--- src/hw/rtl/rihe_pkg.sv ---
// Shared types, codes and constants of the ROM image Intel HEX encoder.
// No dependencies; every other RTL file but rihe_checker imports this package.
package rihe_pkg;

  // Largest record length the encoder supports (one item is at most 60 characters).
  localparam int unsigned RecCapMax = 24;
  // Width of a record length (0..RecCapMax).
  localparam int unsigned LenW      = 5;
  // Width of a byte index within one record line (0..RecCapMax+4).
  localparam int unsigned IdxW      = 5;
  localparam int unsigned CfgIdxW   = 2;
  localparam int unsigned CfgDataW  = 20;

  localparam logic [16:0] AddrTop   = 17'h10000;
  localparam logic [7:0]  CharColon = 8'h3A;
  localparam logic [7:0]  CharNl    = 8'h0A;
  localparam logic [7:0]  TypeData  = 8'h00;
  localparam logic [7:0]  TypeEnd   = 8'h01;
  localparam logic [7:0]  TypeSeg   = 8'h02;

  typedef enum logic [1:0] {
    OP_DATA  = 2'd0,
    OP_FLUSH = 2'd1,
    OP_SEAL  = 2'd2,
    OP_NONE  = 2'd3
  } opcode_e;

  typedef enum logic [1:0] {
    REG_LOAD_BASE  = 2'd0,
    REG_KILL_BELOW = 2'd1,
    REG_LOAD_LIMIT = 2'd2,
    REG_CKSUM_ADDR = 2'd3
  } cfg_reg_e;

  typedef enum logic [2:0] {
    BK_IDLE,
    BK_COLON,
    BK_HI,
    BK_LO,
    BK_NL
  } back_state_e;

  typedef enum logic [1:0] {
    PART_SEG,
    PART_REC,
    PART_CK,
    PART_END
  } part_e;

  typedef struct packed {
    logic [19:0] load_base;
    logic [15:0] kill_below;
    logic [16:0] load_limit;
    logic [15:0] cksum_addr;
  } cfg_t;

  // Work for the back end caused by one input item.
  typedef struct packed {
    logic            seg;          // segment record due
    logic [15:0]     seg_payload;
    logic            rec;          // data record from the record buffer
    logic [LenW-1:0] rec_len;
    logic [15:0]     rec_start;
    logic            rec_bank;
    logic            seal;         // checksum record, then end record
    logic [7:0]      ck_byte;
    logic [15:0]     ck_addr;
    logic            ovf_hdr;      // overflow flag on segment record characters
    logic            ovf_body;     // overflow flag on all other characters
  } desc_t;

  typedef struct packed {
    logic            en;
    logic            bank;
    logic [LenW-1:0] slot;
    logic [7:0]      data;
  } buf_wr_t;

  typedef struct packed {
    logic en;
    logic bank;
  } bank_rel_t;

  function automatic logic [7:0] hex_char(input logic [3:0] n);
    return (n < 4'd10) ? (8'h30 + {4'h0, n}) : (8'h37 + {4'h0, n});
  endfunction

endpackage

--- src/hw/rtl/rihe_ifs.sv ---
// Valid/ready channel interfaces of the ROM image Intel HEX encoder.
// Depends on rihe_pkg for the configuration port widths.
interface rihe_in_if;
  logic       valid;
  logic       ready;
  logic [1:0] opcode;
  logic [7:0] data_byte;
  modport source (output valid, opcode, data_byte, input ready);
  modport sink   (input valid, opcode, data_byte, output ready);
endinterface

interface rihe_out_if;
  logic       valid;
  logic       ready;
  logic [7:0] ascii_char;
  logic       last_of_run;
  logic       overflow_flag;
  modport source (output valid, ascii_char, last_of_run, overflow_flag, input ready);
  modport sink   (input valid, ascii_char, last_of_run, overflow_flag, output ready);
endinterface

interface rihe_cfg_if import rihe_pkg::*; ();
  logic                valid;
  logic                ready;
  logic [CfgIdxW-1:0]  index;
  logic [CfgDataW-1:0] data;
  modport source (output valid, index, data, input ready);
  modport sink   (input valid, index, data, output ready);
endinterface

--- src/hw/rtl/rihe_desc_fifo.sv ---
// Two-entry queue of work descriptors between front and back end.
// Depends on rihe_pkg (desc_t).
module rihe_desc_fifo import rihe_pkg::*; (
  input  logic  clk_i,
  input  logic  rst_ni,
  input  logic  push_i,
  input  desc_t push_desc_i,
  input  logic  pop_i,
  output logic  full_o,
  output logic  valid_o,
  output desc_t head_o
);

  localparam logic [1:0] Depth = 2'd2;

  desc_t      entry_q [2];
  logic       wr_ptr_q, wr_ptr_d;
  logic       rd_ptr_q, rd_ptr_d;
  logic [1:0] count_q, count_d;

  assign full_o  = (count_q == Depth);
  assign valid_o = (count_q != 2'd0);
  assign head_o  = entry_q[rd_ptr_q];

  always_comb begin
    wr_ptr_d = push_i ? ~wr_ptr_q : wr_ptr_q;
    rd_ptr_d = pop_i ? ~rd_ptr_q : rd_ptr_q;
    count_d  = count_q + {1'b0, push_i} - {1'b0, pop_i};
  end

  always_ff @(posedge clk_i or negedge rst_ni) begin
    if (!rst_ni) begin
      wr_ptr_q <= 1'b0;
      rd_ptr_q <= 1'b0;
      count_q  <= 2'd0;
    end else begin
      wr_ptr_q <= wr_ptr_d;
      rd_ptr_q <= rd_ptr_d;
      count_q  <= count_d;
    end
  end

  always_ff @(posedge clk_i) begin
    if (push_i) begin
      entry_q[wr_ptr_q] <= push_desc_i;
    end
  end

endmodule

--- src/hw/rtl/rihe_front.sv ---
// Front end: accepts input items, tracks addresses, fill and image sum,
// writes record bytes and queues work descriptors. Depends on rihe_pkg.
module rihe_front import rihe_pkg::*; #(
  parameter int unsigned RecCap = 16
) (
  input  logic      clk_i,
  input  logic      rst_ni,
  input  cfg_t      cfg_i,
  input  logic      in_valid_i,
  output logic      in_ready_o,
  input  logic [1:0] opcode_i,
  input  logic [7:0] data_byte_i,
  input  logic      fifo_full_i,
  output logic      push_o,
  output desc_t     push_desc_o,
  output buf_wr_t   buf_wr_o,
  input  bank_rel_t bank_rel_i
);

  logic [LenW-1:0] fill_q, fill_d;
  logic [15:0]     start_q, start_d;
  logic [16:0]     next_q, next_d;
  logic [7:0]      sum_q, sum_d;
  logic            hdr_q, hdr_d;
  logic            ovf_q, ovf_d;
  logic            bank_q, bank_d;
  logic [1:0]      busy_q, busy_d;

  opcode_e         op;
  logic            accept;
  logic            close;
  logic [LenW-1:0] fill_cur;
  logic [15:0]     start_cur;

  assign op         = opcode_e'(opcode_i);
  // Hold off while the queue is full or the bank to fill is still being sent.
  assign in_ready_o = !fifo_full_i && !busy_q[bank_q];
  assign accept     = in_valid_i && in_ready_o;

  always_comb begin
    fill_d    = fill_q;
    start_d   = start_q;
    next_d    = next_q;
    sum_d     = sum_q;
    hdr_d     = hdr_q;
    ovf_d     = ovf_q;
    bank_d    = bank_q;
    busy_d    = busy_q;
    close     = 1'b0;
    fill_cur  = fill_q;
    start_cur = start_q;
    buf_wr_o  = '0;
    push_o    = 1'b0;

    push_desc_o             = '0;
    push_desc_o.seg_payload = cfg_i.load_base[19:4];
    push_desc_o.rec_bank    = bank_q;
    push_desc_o.ck_byte     = ~sum_q + 8'd1;
    push_desc_o.ck_addr     = cfg_i.cksum_addr;
    push_desc_o.ovf_hdr     = ovf_q;
    push_desc_o.ovf_body    = ovf_q;

    if (bank_rel_i.en) begin
      busy_d[bank_rel_i.bank] = 1'b0;
    end

    if (accept && (op != OP_NONE)) begin
      push_desc_o.seg = !hdr_q;
      hdr_d           = 1'b1;

      unique case (op)
        OP_DATA: begin
          if (next_q[16]) begin
            // Past the 64K window: drop and flag.
            ovf_d                = 1'b1;
            push_desc_o.ovf_body = 1'b1;
            close                = 1'b1;
          end else if (next_q > cfg_i.load_limit) begin
            close  = 1'b1;
            next_d = next_q + 17'd1;
          end else begin
            if (fill_q == '0) begin
              start_d = next_q[15:0];
            end
            start_cur     = start_d;
            buf_wr_o.en   = 1'b1;
            buf_wr_o.bank = bank_q;
            buf_wr_o.slot = fill_q;
            buf_wr_o.data = data_byte_i;
            fill_cur      = fill_q + LenW'(1);
            sum_d         = sum_q + data_byte_i;
            next_d        = next_q + 17'd1;
            close         = (fill_cur >= LenW'(RecCap));
          end
        end
        OP_FLUSH: close = 1'b1;
        OP_SEAL: begin
          if (fill_q != '0) begin
            close = 1'b1;
          end else begin
            push_desc_o.seal = 1'b1;
            next_d           = '0;
            sum_d            = '0;
            start_d          = '0;
            hdr_d            = 1'b0;
            ovf_d            = 1'b0;
          end
        end
        default: ;
      endcase

      fill_d = fill_cur;
      if (close && (fill_cur != '0)) begin
        fill_d = '0;
        if (start_cur >= cfg_i.kill_below) begin
          push_desc_o.rec       = 1'b1;
          push_desc_o.rec_len   = fill_cur;
          push_desc_o.rec_start = start_cur;
          bank_d                = ~bank_q;
          busy_d[bank_q]        = 1'b1;
        end
      end

      push_o = push_desc_o.seg || push_desc_o.rec || push_desc_o.seal;
    end
  end

  always_ff @(posedge clk_i or negedge rst_ni) begin
    if (!rst_ni) begin
      fill_q  <= '0;
      start_q <= '0;
      next_q  <= '0;
      sum_q   <= '0;
      hdr_q   <= 1'b0;
      ovf_q   <= 1'b0;
      bank_q  <= 1'b0;
      busy_q  <= '0;
    end else begin
      fill_q  <= fill_d;
      start_q <= start_d;
      next_q  <= next_d;
      sum_q   <= sum_d;
      hdr_q   <= hdr_d;
      ovf_q   <= ovf_d;
      bank_q  <= bank_d;
      busy_q  <= busy_d;
    end
  end

endmodule

--- src/hw/rtl/rihe_back.sv ---
// Back end: walks queued descriptors, emits one HEX character per cycle while not
// stalled, via an output register; owns the two-bank record buffer. Uses rihe_pkg.
module rihe_back import rihe_pkg::*; #(
  parameter int unsigned RecCap = 16
) (
  input  logic       clk_i,
  input  logic       rst_ni,
  input  desc_t      head_i,
  input  logic       head_valid_i,
  output logic       pop_o,
  input  buf_wr_t    buf_wr_i,
  output bank_rel_t  bank_rel_o,
  output logic       out_valid_o,
  input  logic       out_ready_i,
  output logic [7:0] ascii_char_o,
  output logic       last_of_run_o,
  output logic       overflow_flag_o
);

  localparam int unsigned SlotW = (RecCap > 1) ? $clog2(RecCap) : 1;

  back_state_e     state_q, state_d;
  part_e           part_q, part_d;
  logic [IdxW-1:0] idx_q, idx_d;
  logic [7:0]      sum_q, sum_d;

  logic            out_valid_q, out_valid_d;
  logic [7:0]      char_q, char_d;
  logic            last_q, last_d;
  logic            ovf_q, ovf_d;

  logic [7:0]      mem_q [2][RecCap];
  logic [7:0]      rd_q;
  logic [SlotW-1:0] rd_slot;
  logic [IdxW-1:0] data_idx;

  logic            adv;
  logic [LenW-1:0] len_v;
  logic [15:0]     addr_v;
  logic [7:0]      type_v;
  logic [7:0]      data_v;
  logic [7:0]      cur_byte;
  logic [IdxW-1:0] last_idx;
  logic            has_next;
  part_e           next_part;
  part_e           start_part;

  assign adv = !out_valid_q || out_ready_i;

  // Fields of the record line being sent.
  always_comb begin
    len_v  = '0;
    addr_v = '0;
    type_v = TypeData;
    data_v = 8'h00;
    case (part_q)
      PART_SEG: begin
        len_v  = LenW'(2);
        type_v = TypeSeg;
        data_v = (idx_q == IdxW'(4)) ? head_i.seg_payload[15:8] : head_i.seg_payload[7:0];
      end
      PART_REC: begin
        len_v  = head_i.rec_len;
        addr_v = head_i.rec_start;
        data_v = rd_q;
      end
      PART_CK: begin
        len_v  = LenW'(1);
        addr_v = head_i.ck_addr;
        data_v = head_i.ck_byte;
      end
      default: type_v = TypeEnd;
    endcase
    last_idx = IdxW'(len_v) + IdxW'(4);
    if (idx_q == IdxW'(0)) begin
      cur_byte = 8'(len_v);
    end else if (idx_q == IdxW'(1)) begin
      cur_byte = addr_v[15:8];
    end else if (idx_q == IdxW'(2)) begin
      cur_byte = addr_v[7:0];
    end else if (idx_q == IdxW'(3)) begin
      cur_byte = type_v;
    end else if (idx_q == last_idx) begin
      cur_byte = ~sum_q + 8'd1;
    end else begin
      cur_byte = data_v;
    end
  end

  // Order of record lines within one descriptor.
  always_comb begin
    has_next  = 1'b0;
    next_part = PART_END;
    case (part_q)
      PART_SEG: begin
        if (head_i.rec) begin
          has_next  = 1'b1;
          next_part = PART_REC;
        end else if (head_i.seal) begin
          has_next  = 1'b1;
          next_part = PART_CK;
        end
      end
      PART_CK: begin
        has_next  = 1'b1;
        next_part = PART_END;
      end
      default: ;
    endcase
    if (head_i.seg) begin
      start_part = PART_SEG;
    end else if (head_i.rec) begin
      start_part = PART_REC;
    end else begin
      start_part = PART_CK;
    end
  end

  // Next state.
  always_comb begin
    state_d = state_q;
    unique case (state_q)
      BK_IDLE:  if (head_valid_i) state_d = BK_COLON;
      BK_COLON: if (adv) state_d = BK_HI;
      BK_HI:    if (adv) state_d = BK_LO;
      BK_LO:    if (adv) state_d = (idx_q == last_idx) ? BK_NL : BK_HI;
      BK_NL:    if (adv) state_d = has_next ? BK_COLON : BK_IDLE;
      default:  state_d = BK_IDLE;
    endcase
  end

  // Sequencer datapath and queue control.
  always_comb begin
    part_d     = part_q;
    idx_d      = idx_q;
    sum_d      = sum_q;
    pop_o      = 1'b0;
    bank_rel_o = '0;
    unique case (state_q)
      BK_IDLE: begin
        if (head_valid_i) begin
          part_d = start_part;
          idx_d  = '0;
          sum_d  = '0;
        end
      end
      BK_LO: begin
        if (adv) begin
          sum_d = sum_q + cur_byte;
          if (idx_q != last_idx) begin
            idx_d = idx_q + IdxW'(1);
          end
        end
      end
      BK_NL: begin
        if (adv) begin
          if (has_next) begin
            part_d = next_part;
            idx_d  = '0;
            sum_d  = '0;
          end else begin
            pop_o = 1'b1;
            if (part_q == PART_REC) begin
              bank_rel_o.en   = 1'b1;
              bank_rel_o.bank = head_i.rec_bank;
            end
          end
        end
      end
      default: ;
    endcase
  end

  // Output register.
  always_comb begin
    out_valid_d = out_valid_q;
    char_d      = char_q;
    last_d      = last_q;
    ovf_d       = ovf_q;
    if (adv) begin
      out_valid_d = (state_q != BK_IDLE);
      last_d      = (state_q == BK_NL) && !has_next;
      ovf_d       = (part_q == PART_SEG) ? head_i.ovf_hdr : head_i.ovf_body;
      unique case (state_q)
        BK_COLON: char_d = CharColon;
        BK_HI:    char_d = hex_char(cur_byte[7:4]);
        BK_LO:    char_d = hex_char(cur_byte[3:0]);
        BK_NL:    char_d = CharNl;
        default:  char_d = char_q;
      endcase
    end
  end

  // Read ahead on the next byte index so the data is registered when needed.
  always_comb begin
    data_idx = idx_d - IdxW'(4);
    if ((idx_d >= IdxW'(4)) && (data_idx < IdxW'(RecCap))) begin
      rd_slot = SlotW'(data_idx);
    end else begin
      rd_slot = '0;
    end
  end

  always_ff @(posedge clk_i) begin
    if (buf_wr_i.en) begin
      mem_q[buf_wr_i.bank][buf_wr_i.slot[SlotW-1:0]] <= buf_wr_i.data;
    end
  end

  always_ff @(posedge clk_i) begin
    rd_q <= mem_q[head_i.rec_bank][rd_slot];
  end

  always_ff @(posedge clk_i or negedge rst_ni) begin
    if (!rst_ni) begin
      state_q     <= BK_IDLE;
      part_q      <= PART_SEG;
      idx_q       <= '0;
      sum_q       <= '0;
      out_valid_q <= 1'b0;
    end else begin
      state_q     <= state_d;
      part_q      <= part_d;
      idx_q       <= idx_d;
      sum_q       <= sum_d;
      out_valid_q <= out_valid_d;
    end
  end

  always_ff @(posedge clk_i) begin
    char_q <= char_d;
    last_q <= last_d;
    ovf_q  <= ovf_d;
  end

  assign out_valid_o     = out_valid_q;
  assign ascii_char_o    = char_q;
  assign last_of_run_o   = last_q;
  assign overflow_flag_o = ovf_q;

endmodule

--- src/hw/rtl/rom_image_intel_hex_encoder_unit.sv ---
// Top level of the ROM image Intel HEX encoder: configuration registers,
// front end, descriptor queue and back end. Depends on rihe_pkg and rihe_ifs.
//
// Feed image bytes (opcode 0) at sequential addresses from 0; the block answers
// with Intel HEX text, one character per output transaction, and marks the last
// character of each input transaction. The first transaction after reset or seal
// is preceded by a type-02 segment record from load_base[19:4]. Bytes collect into
// data records of RECORD_BYTES (clamped to 1..24); flush (opcode 1) sends a partial
// record, seal (opcode 2) sends the checksum byte record at checksum_address and the
// end record, or only flushes when a partial record is pending. Records starting
// below kill_below are dropped silently. Rate: the front end takes one input
// transaction per cycle while the two-entry descriptor queue has room and the
// record bank it fills is free; the back end sends one character per cycle while
// the receiver is ready, and loads each descriptor in its idle state. A record
// of n bytes is 12+2n characters. No clearing pass after reset.
// Write configuration only while the block is idle.
module rom_image_intel_hex_encoder_unit import rihe_pkg::*; #(
  parameter int unsigned RECORD_BYTES = 16
) (
  input  logic       clk_i,
  input  logic       rst_ni,
  rihe_in_if.sink    in_i,
  rihe_out_if.source out_o,
  rihe_cfg_if.sink   cfg_i
);

  // Clamp the record length so one transaction never exceeds 60 characters.
  localparam int unsigned RecCap = (RECORD_BYTES < 1) ? 1 :
                                   ((RECORD_BYTES > RecCapMax) ? RecCapMax : RECORD_BYTES);

  cfg_t      cfg_q, cfg_d;
  logic      fifo_full;
  logic      fifo_valid;
  logic      push;
  logic      pop;
  desc_t     push_desc;
  desc_t     head;
  buf_wr_t   buf_wr;
  bank_rel_t bank_rel;
  logic      in_ready;

  // Configuration writes are always accepted.
  assign cfg_i.ready = 1'b1;

  always_comb begin
    cfg_d = cfg_q;
    if (cfg_i.valid) begin
      unique case (cfg_reg_e'(cfg_i.index))
        REG_LOAD_BASE:  cfg_d.load_base  = cfg_i.data;
        REG_KILL_BELOW: cfg_d.kill_below = cfg_i.data[15:0];
        REG_LOAD_LIMIT: cfg_d.load_limit = cfg_i.data[16:0];
        REG_CKSUM_ADDR: cfg_d.cksum_addr = cfg_i.data[15:0];
        default:        cfg_d = cfg_q;
      endcase
    end
  end

  always_ff @(posedge clk_i or negedge rst_ni) begin
    if (!rst_ni) begin
      cfg_q.load_base  <= '0;
      cfg_q.kill_below <= '0;
      cfg_q.load_limit <= AddrTop;
      cfg_q.cksum_addr <= 16'hFFFE;
    end else begin
      cfg_q <= cfg_d;
    end
  end

  // Classify items and stage record bytes.
  rihe_front #(
    .RecCap (RecCap)
  ) u_front (
    .clk_i       (clk_i),
    .rst_ni      (rst_ni),
    .cfg_i       (cfg_q),
    .in_valid_i  (in_i.valid),
    .in_ready_o  (in_ready),
    .opcode_i    (in_i.opcode),
    .data_byte_i (in_i.data_byte),
    .fifo_full_i (fifo_full),
    .push_o      (push),
    .push_desc_o (push_desc),
    .buf_wr_o    (buf_wr),
    .bank_rel_i  (bank_rel)
  );

  assign in_i.ready = in_ready;

  // Decouple the two sides so each can stall on its own.
  rihe_desc_fifo u_fifo (
    .clk_i       (clk_i),
    .rst_ni      (rst_ni),
    .push_i      (push),
    .push_desc_i (push_desc),
    .pop_i       (pop),
    .full_o      (fifo_full),
    .valid_o     (fifo_valid),
    .head_o      (head)
  );

  // Expand descriptors into characters.
  rihe_back #(
    .RecCap (RecCap)
  ) u_back (
    .clk_i           (clk_i),
    .rst_ni          (rst_ni),
    .head_i          (head),
    .head_valid_i    (fifo_valid),
    .pop_o           (pop),
    .buf_wr_i        (buf_wr),
    .bank_rel_o      (bank_rel),
    .out_valid_o     (out_o.valid),
    .out_ready_i     (out_o.ready),
    .ascii_char_o    (out_o.ascii_char),
    .last_of_run_o   (out_o.last_of_run),
    .overflow_flag_o (out_o.overflow_flag)
  );

endmodule

--- src/flat_wrapper.sv ---
// flat-port wrapper written by rule: the top's interface ports become plain ports
module rom_image_intel_hex_encoder_unit_flat import rihe_pkg::*;
#(
  parameter int unsigned RECORD_BYTES = 16
)
  (clk_i, rst_ni, in_i_valid, in_i_opcode, in_i_data_byte, in_i_ready, out_o_valid, out_o_ascii_char, out_o_last_of_run, out_o_overflow_flag, out_o_ready, cfg_i_valid, cfg_i_index, cfg_i_data, cfg_i_ready);
  rihe_in_if in_i_i ();
  rihe_out_if out_o_i ();
  rihe_cfg_if cfg_i_i ();
  input  logic clk_i;
  input  logic rst_ni;
  input wire logic [$bits(in_i_i.valid)-1:0] in_i_valid;
  input wire logic [$bits(in_i_i.opcode)-1:0] in_i_opcode;
  input wire logic [$bits(in_i_i.data_byte)-1:0] in_i_data_byte;
  output wire logic [$bits(in_i_i.ready)-1:0] in_i_ready;
  output wire logic [$bits(out_o_i.valid)-1:0] out_o_valid;
  output wire logic [$bits(out_o_i.ascii_char)-1:0] out_o_ascii_char;
  output wire logic [$bits(out_o_i.last_of_run)-1:0] out_o_last_of_run;
  output wire logic [$bits(out_o_i.overflow_flag)-1:0] out_o_overflow_flag;
  input wire logic [$bits(out_o_i.ready)-1:0] out_o_ready;
  input wire logic [$bits(cfg_i_i.valid)-1:0] cfg_i_valid;
  input wire logic [$bits(cfg_i_i.index)-1:0] cfg_i_index;
  input wire logic [$bits(cfg_i_i.data)-1:0] cfg_i_data;
  output wire logic [$bits(cfg_i_i.ready)-1:0] cfg_i_ready;
  assign in_i_i.valid = in_i_valid;
  assign in_i_i.opcode = in_i_opcode;
  assign in_i_i.data_byte = in_i_data_byte;
  assign in_i_ready = in_i_i.ready;
  assign out_o_valid = out_o_i.valid;
  assign out_o_ascii_char = out_o_i.ascii_char;
  assign out_o_last_of_run = out_o_i.last_of_run;
  assign out_o_overflow_flag = out_o_i.overflow_flag;
  assign out_o_i.ready = out_o_ready;
  assign cfg_i_i.valid = cfg_i_valid;
  assign cfg_i_i.index = cfg_i_index;
  assign cfg_i_i.data = cfg_i_data;
  assign cfg_i_ready = cfg_i_i.ready;
  rom_image_intel_hex_encoder_unit #(.RECORD_BYTES(RECORD_BYTES)) u_core (.clk_i(clk_i), .rst_ni(rst_ni), .in_i(in_i_i), .out_o(out_o_i), .cfg_i(cfg_i_i));
endmodule
--- config.mk ---
export PLATFORM = sky130hd
export DESIGN_NAME = rom_image_intel_hex_encoder_unit_flat
export DESIGN_NICKNAME = d
export VERILOG_FILES = /design/src/hw/rtl/rihe_pkg.sv /design/src/hw/rtl/rihe_ifs.sv /design/src/hw/rtl/rihe_desc_fifo.sv /design/src/hw/rtl/rihe_front.sv /design/src/hw/rtl/rihe_back.sv /design/src/hw/rtl/rom_image_intel_hex_encoder_unit.sv /design/src/flat_wrapper.sv
export SDC_FILE = /design/constraint.sdc
export NUM_CORES = 1
export LEC_CHECK = 0
export BUFFER_PORTS_ARGS = -buffer_cell sky130_fd_sc_hd__buf_2
export CORE_MARGIN = 2
export CORE_UTILIZATION = 30
export CTS_CLUSTER_SIZE = 8
export DETAILED_ROUTE_END_ITERATION = 6
export GPL_TIMING_DRIVEN = 0
export PLACE_DENSITY = 0.47
export SETUP_SLACK_MARGIN = 0.5
export SYNTH_ARGS = -nofsm -noshare
export SYNTH_HDL_FRONTEND = slang
export SYNTH_SLANG_ARGS = --single-unit
--- constraint.sdc ---
create_clock -name clk_i -period 7.5 [get_ports clk_i]
set_clock_uncertainty 0.1 [all_clocks]
set_input_delay 0.75 -clock clk_i [delete_from_list [all_inputs] [get_ports clk_i]]
set_output_delay 0.75 -clock clk_i [all_outputs]
set_load 0.05 [all_outputs]
==> results of run 1 <==
[layout by cell type, fill, tap and decap left out, types with 19 or more instances in the layout]
master	synthesis	layout
nand3_1	49	49
clkbuf_16	0	80
a211o_1	22	22
ha_1	69	69
and3_1	30	23
inv_1	75	75
edfxtp_1	399	399
nand4_1	19	19
dfrtp_1	123	123
nand2_1	165	165
a21oi_1	102	102
buf_2	29	70
o22a_1	23	23
nor2b_1	25	24
nor2_1	159	158
a21o_1	26	26
a211oi_1	36	35
o221ai_1	24	24
mux2i_1	47	46
xnor2_1	23	23
a22oi_1	22	22
o22ai_1	81	81
mux2_2	121	121
a22o_1	19	19
clkbuf_1	74	111
nor3_1	26	24
o21ai_0	84	81
[stage by stage]
stage	setup TNS (ns)	hold slack [ns]
3_5_place_dp	-81.89	0.353
2_1_floorplan	0	0.337
3_3_place_gp	-289.57	0.341
4_1_cts	0	0.00430
6_report	0	0.0116
5_1_grt	0	0.0501
[metal layers]
| metal | GRT usage (%) | vias up | share of wire (%) |
|---|---|---|---|
| met5 | 0 | - | 0 |
| met4 | 5.87 | 0 | 2.6 |
| met3 | 2.60 | 116 | 6.1 |
| met2 | 26.2 | 627 | 44 |
| met1 | 25.6 | 9213 | 47 |
| li1 | - | 8330 | - |
[layout make-up]
class | instances | area [um^2] | share of cell area, %
plain buffers | 119 | 537 | 1.78
well taps | 1144 | 1430 | 4.74
multi-input cells | 1361 | 9630 | 31.9
clock buffers | 124 | 2180 | 7.21
flip-flops and latches | 546 | 15600 | 51.8
repair buffers | 62 | 447 | 1.48
inverters | 75 | 282 | 0.933
clock inverters | 4 | 42.5 | 0.141
[cell families after synthesis]
kind of cell / synth area share, %
adders and majority gates: 3.48
DFF: 60.2
buffers and inverters: 3.07
other: 0.0289
muxes: 8.27
xor gates and xnor gates: 1.21
AOI/OAI and AO/OA: 14.0
and+or+nand+nor: 9.77
[state kept, by name, indices dropped and copies added (netlist names), 3 cells and up]
register	cells
u_core.u_back.mem_q	256
u_core.u_fifo.entry_q	134
u_core.cfg_q	65
u_core.u_front.next_q	17
u_core.u_front.start_q	16
u_core.u_back.rd_q	8
u_core.u_back.sum_q	8
u_core.u_front.sum_q	8
u_core.u_back.ascii_char_o	7
u_core.u_back.idx_q	5
u_core.u_front.fill_q	5
u_core.u_back.state_q	3
[power by group]
part	internal, W	switching [W]	total (W)
Combinational	0.00143	0.00287	0.00431
Clock	0.00197	0.00128	0.00324
Sequential	0.00366	0.000225	0.00389
Total	0.00706	0.00438	0.0114
[path summary, 6_finish.rpt]
check / startpoint / endpoint / cells after the start / slack [ns]
worst max-delay path: u_core.u_fifo.rd_ptr_q / u_core.u_back.rd_q[3] / 23 / 0.79
worst min-delay path: rst_ni / u_core.cfg_q[25] / 1 / 0.01
worst max register to register: u_core.u_fifo.rd_ptr_q / u_core.u_back.rd_q[3] / 23 / 0.79
worst min register to register: u_core.cfg_q[60] / u_core.u_fifo.entry_q[1][57] / 0 / 0.36
max in group asynchronous: rst_ni / u_core.cfg_q[10] / 2 / 6.42
min in group clk_i: cfg_i_data[19] / u_core.cfg_q[68] / 2 / 0.28
[repair_timing]
action / in CTS / in global routing
resized for setup: 10 / 17
pin swaps: 3 / 2
cloned: 2 / 0
setup buffers: 4 / 7
setup endpoints to repair: 192 / 182
hold buffers: 0 / 0
==> flow_metrics.tcl, run 1 <==
set metrics [dict create \
    crit_path_cell_trace "buf_6 -> clkbuf_4 -> buf_4 -> buf_2 -> clkbuf_4 -> mux2i_1 -> nor2_1 -> ha_1 -> xor2_1 -> or3_1 -> nand4b_2 -> nor3_4 -> or4_4 -> and2_1 -> ha_1 -> inv_1 -> a211oi_1 -> a21o_1 -> clkbuf_2 -> nor2_2 -> a22oi_1 -> a22oi_1 -> nand4_1" \
    area_growth_pct 16.2 \
    cp-start-kind "flop" \
    worstPathArrival_ns 7.02 \
    drc 0 \
    drive_above_1_share_pct 16.2 \
    async_flop_share_pct 25.5 \
    first_global_vias 18000 \
    grt_pass1_wl_um 117000 \
    avgViaCountPerCell 5.32 \
    place_hpwl_um 55400 \
    antenna_left 0 \
    ys_seq_elements 546 \
    clk_latency_ns 0.62 \
    cp_max_fo 10 \
    synth_warnings 0 \
    syn_nets 2207 \
    rsz0062_at_grt "no" \
    worst_hold_path_type "input pin to asynchronous set/reset pin" \
    slew_viol_final 0 \
    wl_um 78500 \
    crit_buf_inv 7 \
    dp_cells 3294 \
    numPortBuffers 46 \
    place_area_um2 27800 \
    clock_path_buffers 3 \
    synth_top_area_cell "edfxtp_1" \
    cts_buffers 78 \
    rows 107 \
    dp_worst_setup_slack_ns -0.686 \
    path_class "flop to flop" \
    antenna_found_initial 4 \
    period_needed_ns 6.71 \
    fin_ws_ns 0.793 \
    die_w_um 298 \
    cts_sinks 546 \
    gp_congestion 0.908 \
    cp_slowest_cell "or4_4" \
    period_share_pct 89.4 \
    end_kind "flop" \
    clk_pin_slew_ns 0.05 \
    power_w 0.0114 \
    synthDistinctLibCells 85 \
    max-slew-margin-rel_pct 14.2 \
    leakage_nw 11.2 \
    gr-total-overflow 0 \
    fin_area_um2 30200 \
    power.density_nw_per_um2 379 \
    cts_htree_levels 3 \
    synthCells 2099 \
    cp_top_family "simple AND/OR/NAND/NOR gates" \
    final_cells 3435 \
    irDropWorstVdd_v 0.000166 \
    vias 18300 \
    synthTopCellsByCount "edfxtp_1 (399), nand2_1 (165), nor2_1 (159)" \
    required_ns 7.81 \
    avgSynthCellArea_um2 12.4 \
    drv_cap 0 \
    cpPeakStageDelay_ns 0.56 \
    die_h_um 298 \
    first_iter_violations 1780 \
    final_util_pct 35.3 \
    cts_tree "built" \
    post_drt_wl_per_cell_um 22.8 \
    io_pins 50 \
    drtPass1Iterations 6 \
    track_usage_pct 17.4 \
    syn_area_um2 26000 \
    synth_top_area_share_pct 46.1 \
    yosysMostFrequentCell "edfxtp_1" \
    tightest_slew_ns 1.29 \
    setup_violations 0 \
    core_area_um2 85500 \
    synth_seq_area_share_pct 60.2 \
    num-fill-cells 8346 \
    hold_viol 0 \
    start_util_pct 30.4 \
    ys.flop_type "edfxtp_1" \
    cts_root_buffer "clkbuf_16" \
    max_freq_ghz 0.149 \
    nets 2351 \
    dieArea_um2 89000 \
    status "complete, no violations" \
    antenna_cells 0 \
    grt_max_degree 86 \
    netlist_top_cells_area "edfxtp_1 (46%), dfrtp_1 (12%), mux2_2 (5.2%)" \
    synth_edf_count 399 \
]
Power figures use the tool's default switching activity.
==> run 2: changes to the inputs <==
--- a/config.mk
+++ b/config.mk
@@ -6,11 +6,11 @@
 export NUM_CORES = 1
 export LEC_CHECK = 0
 export BUFFER_PORTS_ARGS = -buffer_cell sky130_fd_sc_hd__buf_2
+export CAP_MARGIN = 20
 export CORE_MARGIN = 2
 export CORE_UTILIZATION = 30
 export CTS_CLUSTER_SIZE = 8
 export DETAILED_ROUTE_END_ITERATION = 6
-export GPL_TIMING_DRIVEN = 0
 export PLACE_DENSITY = 0.47
 export SETUP_SLACK_MARGIN = 0.5
 export SYNTH_ARGS = -nofsm -noshare
==> run 2 against run 1 <==
Effect of this change:
- critical path depth grew 2
- highest routed layer unchanged
- design area shrank 1.3%
- hold slack gained 0.063 ns
- power shrank 1.8%
- clock power grew 2%
==> flow_metrics.tcl, run 2 (same netlist as run 1, synthesis figures left out) <==
set metrics [dict create \
    worst_path_most_repeated_cell "a21o_1" \
    antenna_cells 0 \
    cpPeakStageDelay_ns 0.64 \
    fin_ws_ns 1.05 \
    power.density_nw_per_um2 377 \
    cp_slowest_cell "buf_4" \
    multi_input_area_um2 9630 \
    hold_buffers 0 \
    cts_htree_levels 3 \
    vias 17600 \
    worstPathArrival_ns 6.57 \
    wl_um 74100 \
    register_area_um2 15600 \
    clk_pin_slew_ns 0.05 \
    required_ns 7.62 \
    antenna_left 0 \
    setup_violations 0 \
    start_util_pct 30.4 \
    gr-total-overflow 0 \
    avgViaCountPerCell 5.26 \
    numPortBuffers 47 \
    dieArea_um2 89000 \
    tightest_slew_ns 1.13 \
    final_common_cell "edfxtp_1" \
    drive_above_1_share_pct 16.0 \
    first_global_vias 17300 \
    period_needed_ns 6.45 \
    layout_common_cells "edfxtp_1 (399), nand2_1 (165), nor2_1 (158)" \
    rsz0062_at_grt "no" \
    antenna_found_initial 3 \
    post_drt_wl_per_cell_um 22.2 \
    end_kind "flop" \
    core_area_um2 85500 \
    path_class "flop to flop" \
    place_hpwl_um 49200 \
    cts_resized 0 \
    cts_tree "built" \
    period_share_pct 86.0 \
    grt_pass1_wl_um 112000 \
    status "complete, no violations" \
    nets 2252 \
    die_w_um 298 \
    cp_max_fo 45 \
    max_freq_ghz 0.155 \
    drv_cap 0 \
    rows 107 \
    worst_hold_path_type "input pin to asynchronous set/reset pin" \
    final_cells 3343 \
    dp_worst_setup_slack_ns 1.02 \
    cts_buffers 78 \
    clk_latency_ns 0.61 \
    io_pins 50 \
    max-slew-margin-rel_pct 24.2 \
    grt_max_degree 75 \
    slew_viol_final 0 \
    hold_viol 0 \
    setup-tns-final_ns 0 \
    drc 0 \
    cts_root_buffer "clkbuf_16" \
    gp_congestion 0.849 \
    post_cts_buffers 0 \
    irDropWorstVdd_v 0.000304 \
    largest_reg_flops 256 \
    track_usage_pct 16.4 \
    die_h_um 298 \
    final_util_pct 34.8 \
    cp-start-kind "flop" \
    holdWs_ns 0.0742 \
    dp_cells 3207 \
    num-fill-cells 8288 \
    first_iter_violations 1504 \
    clock_path_buffers 3 \
    leakage_nw 11.1 \
    area_growth_pct 14.7 \
    cts_sinks 546 \
    drtPass1Iterations 6 \
]
## run 2: area by class of cell
| type | count | area share (%) |
|---|---|---|
| sequential | 546 | 52.5 |
| multi-input combinational | 1359 | 32.3 |
| clock buffer | 130 | 7.38 |
| tap | 1144 | 4.80 |
| timing repair buffer | 84 | 1.84 |
| inverter | 75 | 0.949 |
| clock inverter | 5 | 0.243 |
## run 2: layer usage
metal  wire, um  GRT usage (%)  vias up
met5          0              0        -
met4       1580           4.88        0
met3       3080           2.07       98
met2      33500           25.4      459
met1      36000           24.0     8911
li1           -              -     8127
## run 2: stage by stage
stage,total power [W],instance area [um^2]
after CTS,0.0113,29800
final,0.0112,29800
after floorplan,0.00671,26000
after global routing,0.0119,29800
after detailed placement,0.00796,27500
after global placement,0.00792,27500
## run 2: path summary, 6_finish.rpt
path,from,to,slack (ns),depth (start not counted)
max in group asynchronous,rst_ni,u_core.u_back.out_valid_o,5.83,2
hold reg to reg,u_core.cfg_q[54],u_core.u_fifo.entry_q[0][51],0.36,0
setup / recovery,u_core.u_front.next_q[2],u_core.u_fifo.entry_q[1][50],1.05,25
hold / removal,rst_ni,u_core.cfg_q[26],0.07,1
min in group clk_i,cfg_i_data[19],u_core.cfg_q[68],0.29,2
setup reg to reg,u_core.u_front.next_q[2],u_core.u_fifo.entry_q[1][50],1.05,25
## run 2: power by group
part           leakage, nW  internal (W)  total (W)  switching (W)
Combinational         4.53       0.00136    0.00400        0.00264
Sequential            5.47       0.00366    0.00393       0.000267
Clock                 1.09       0.00202    0.00331        0.00129
## run 2: worst max-delay path, delay by kind of cell (launching register included)
family                     cells  cell delay [ns]
DFF                            1             0.44
muxes                          1             0.38
buffers and inverters          3             1.10
adders and majority gates      2             0.61
and+or+nand+nor                4             0.90
AOI/OAI and AO/OA             15             2.46
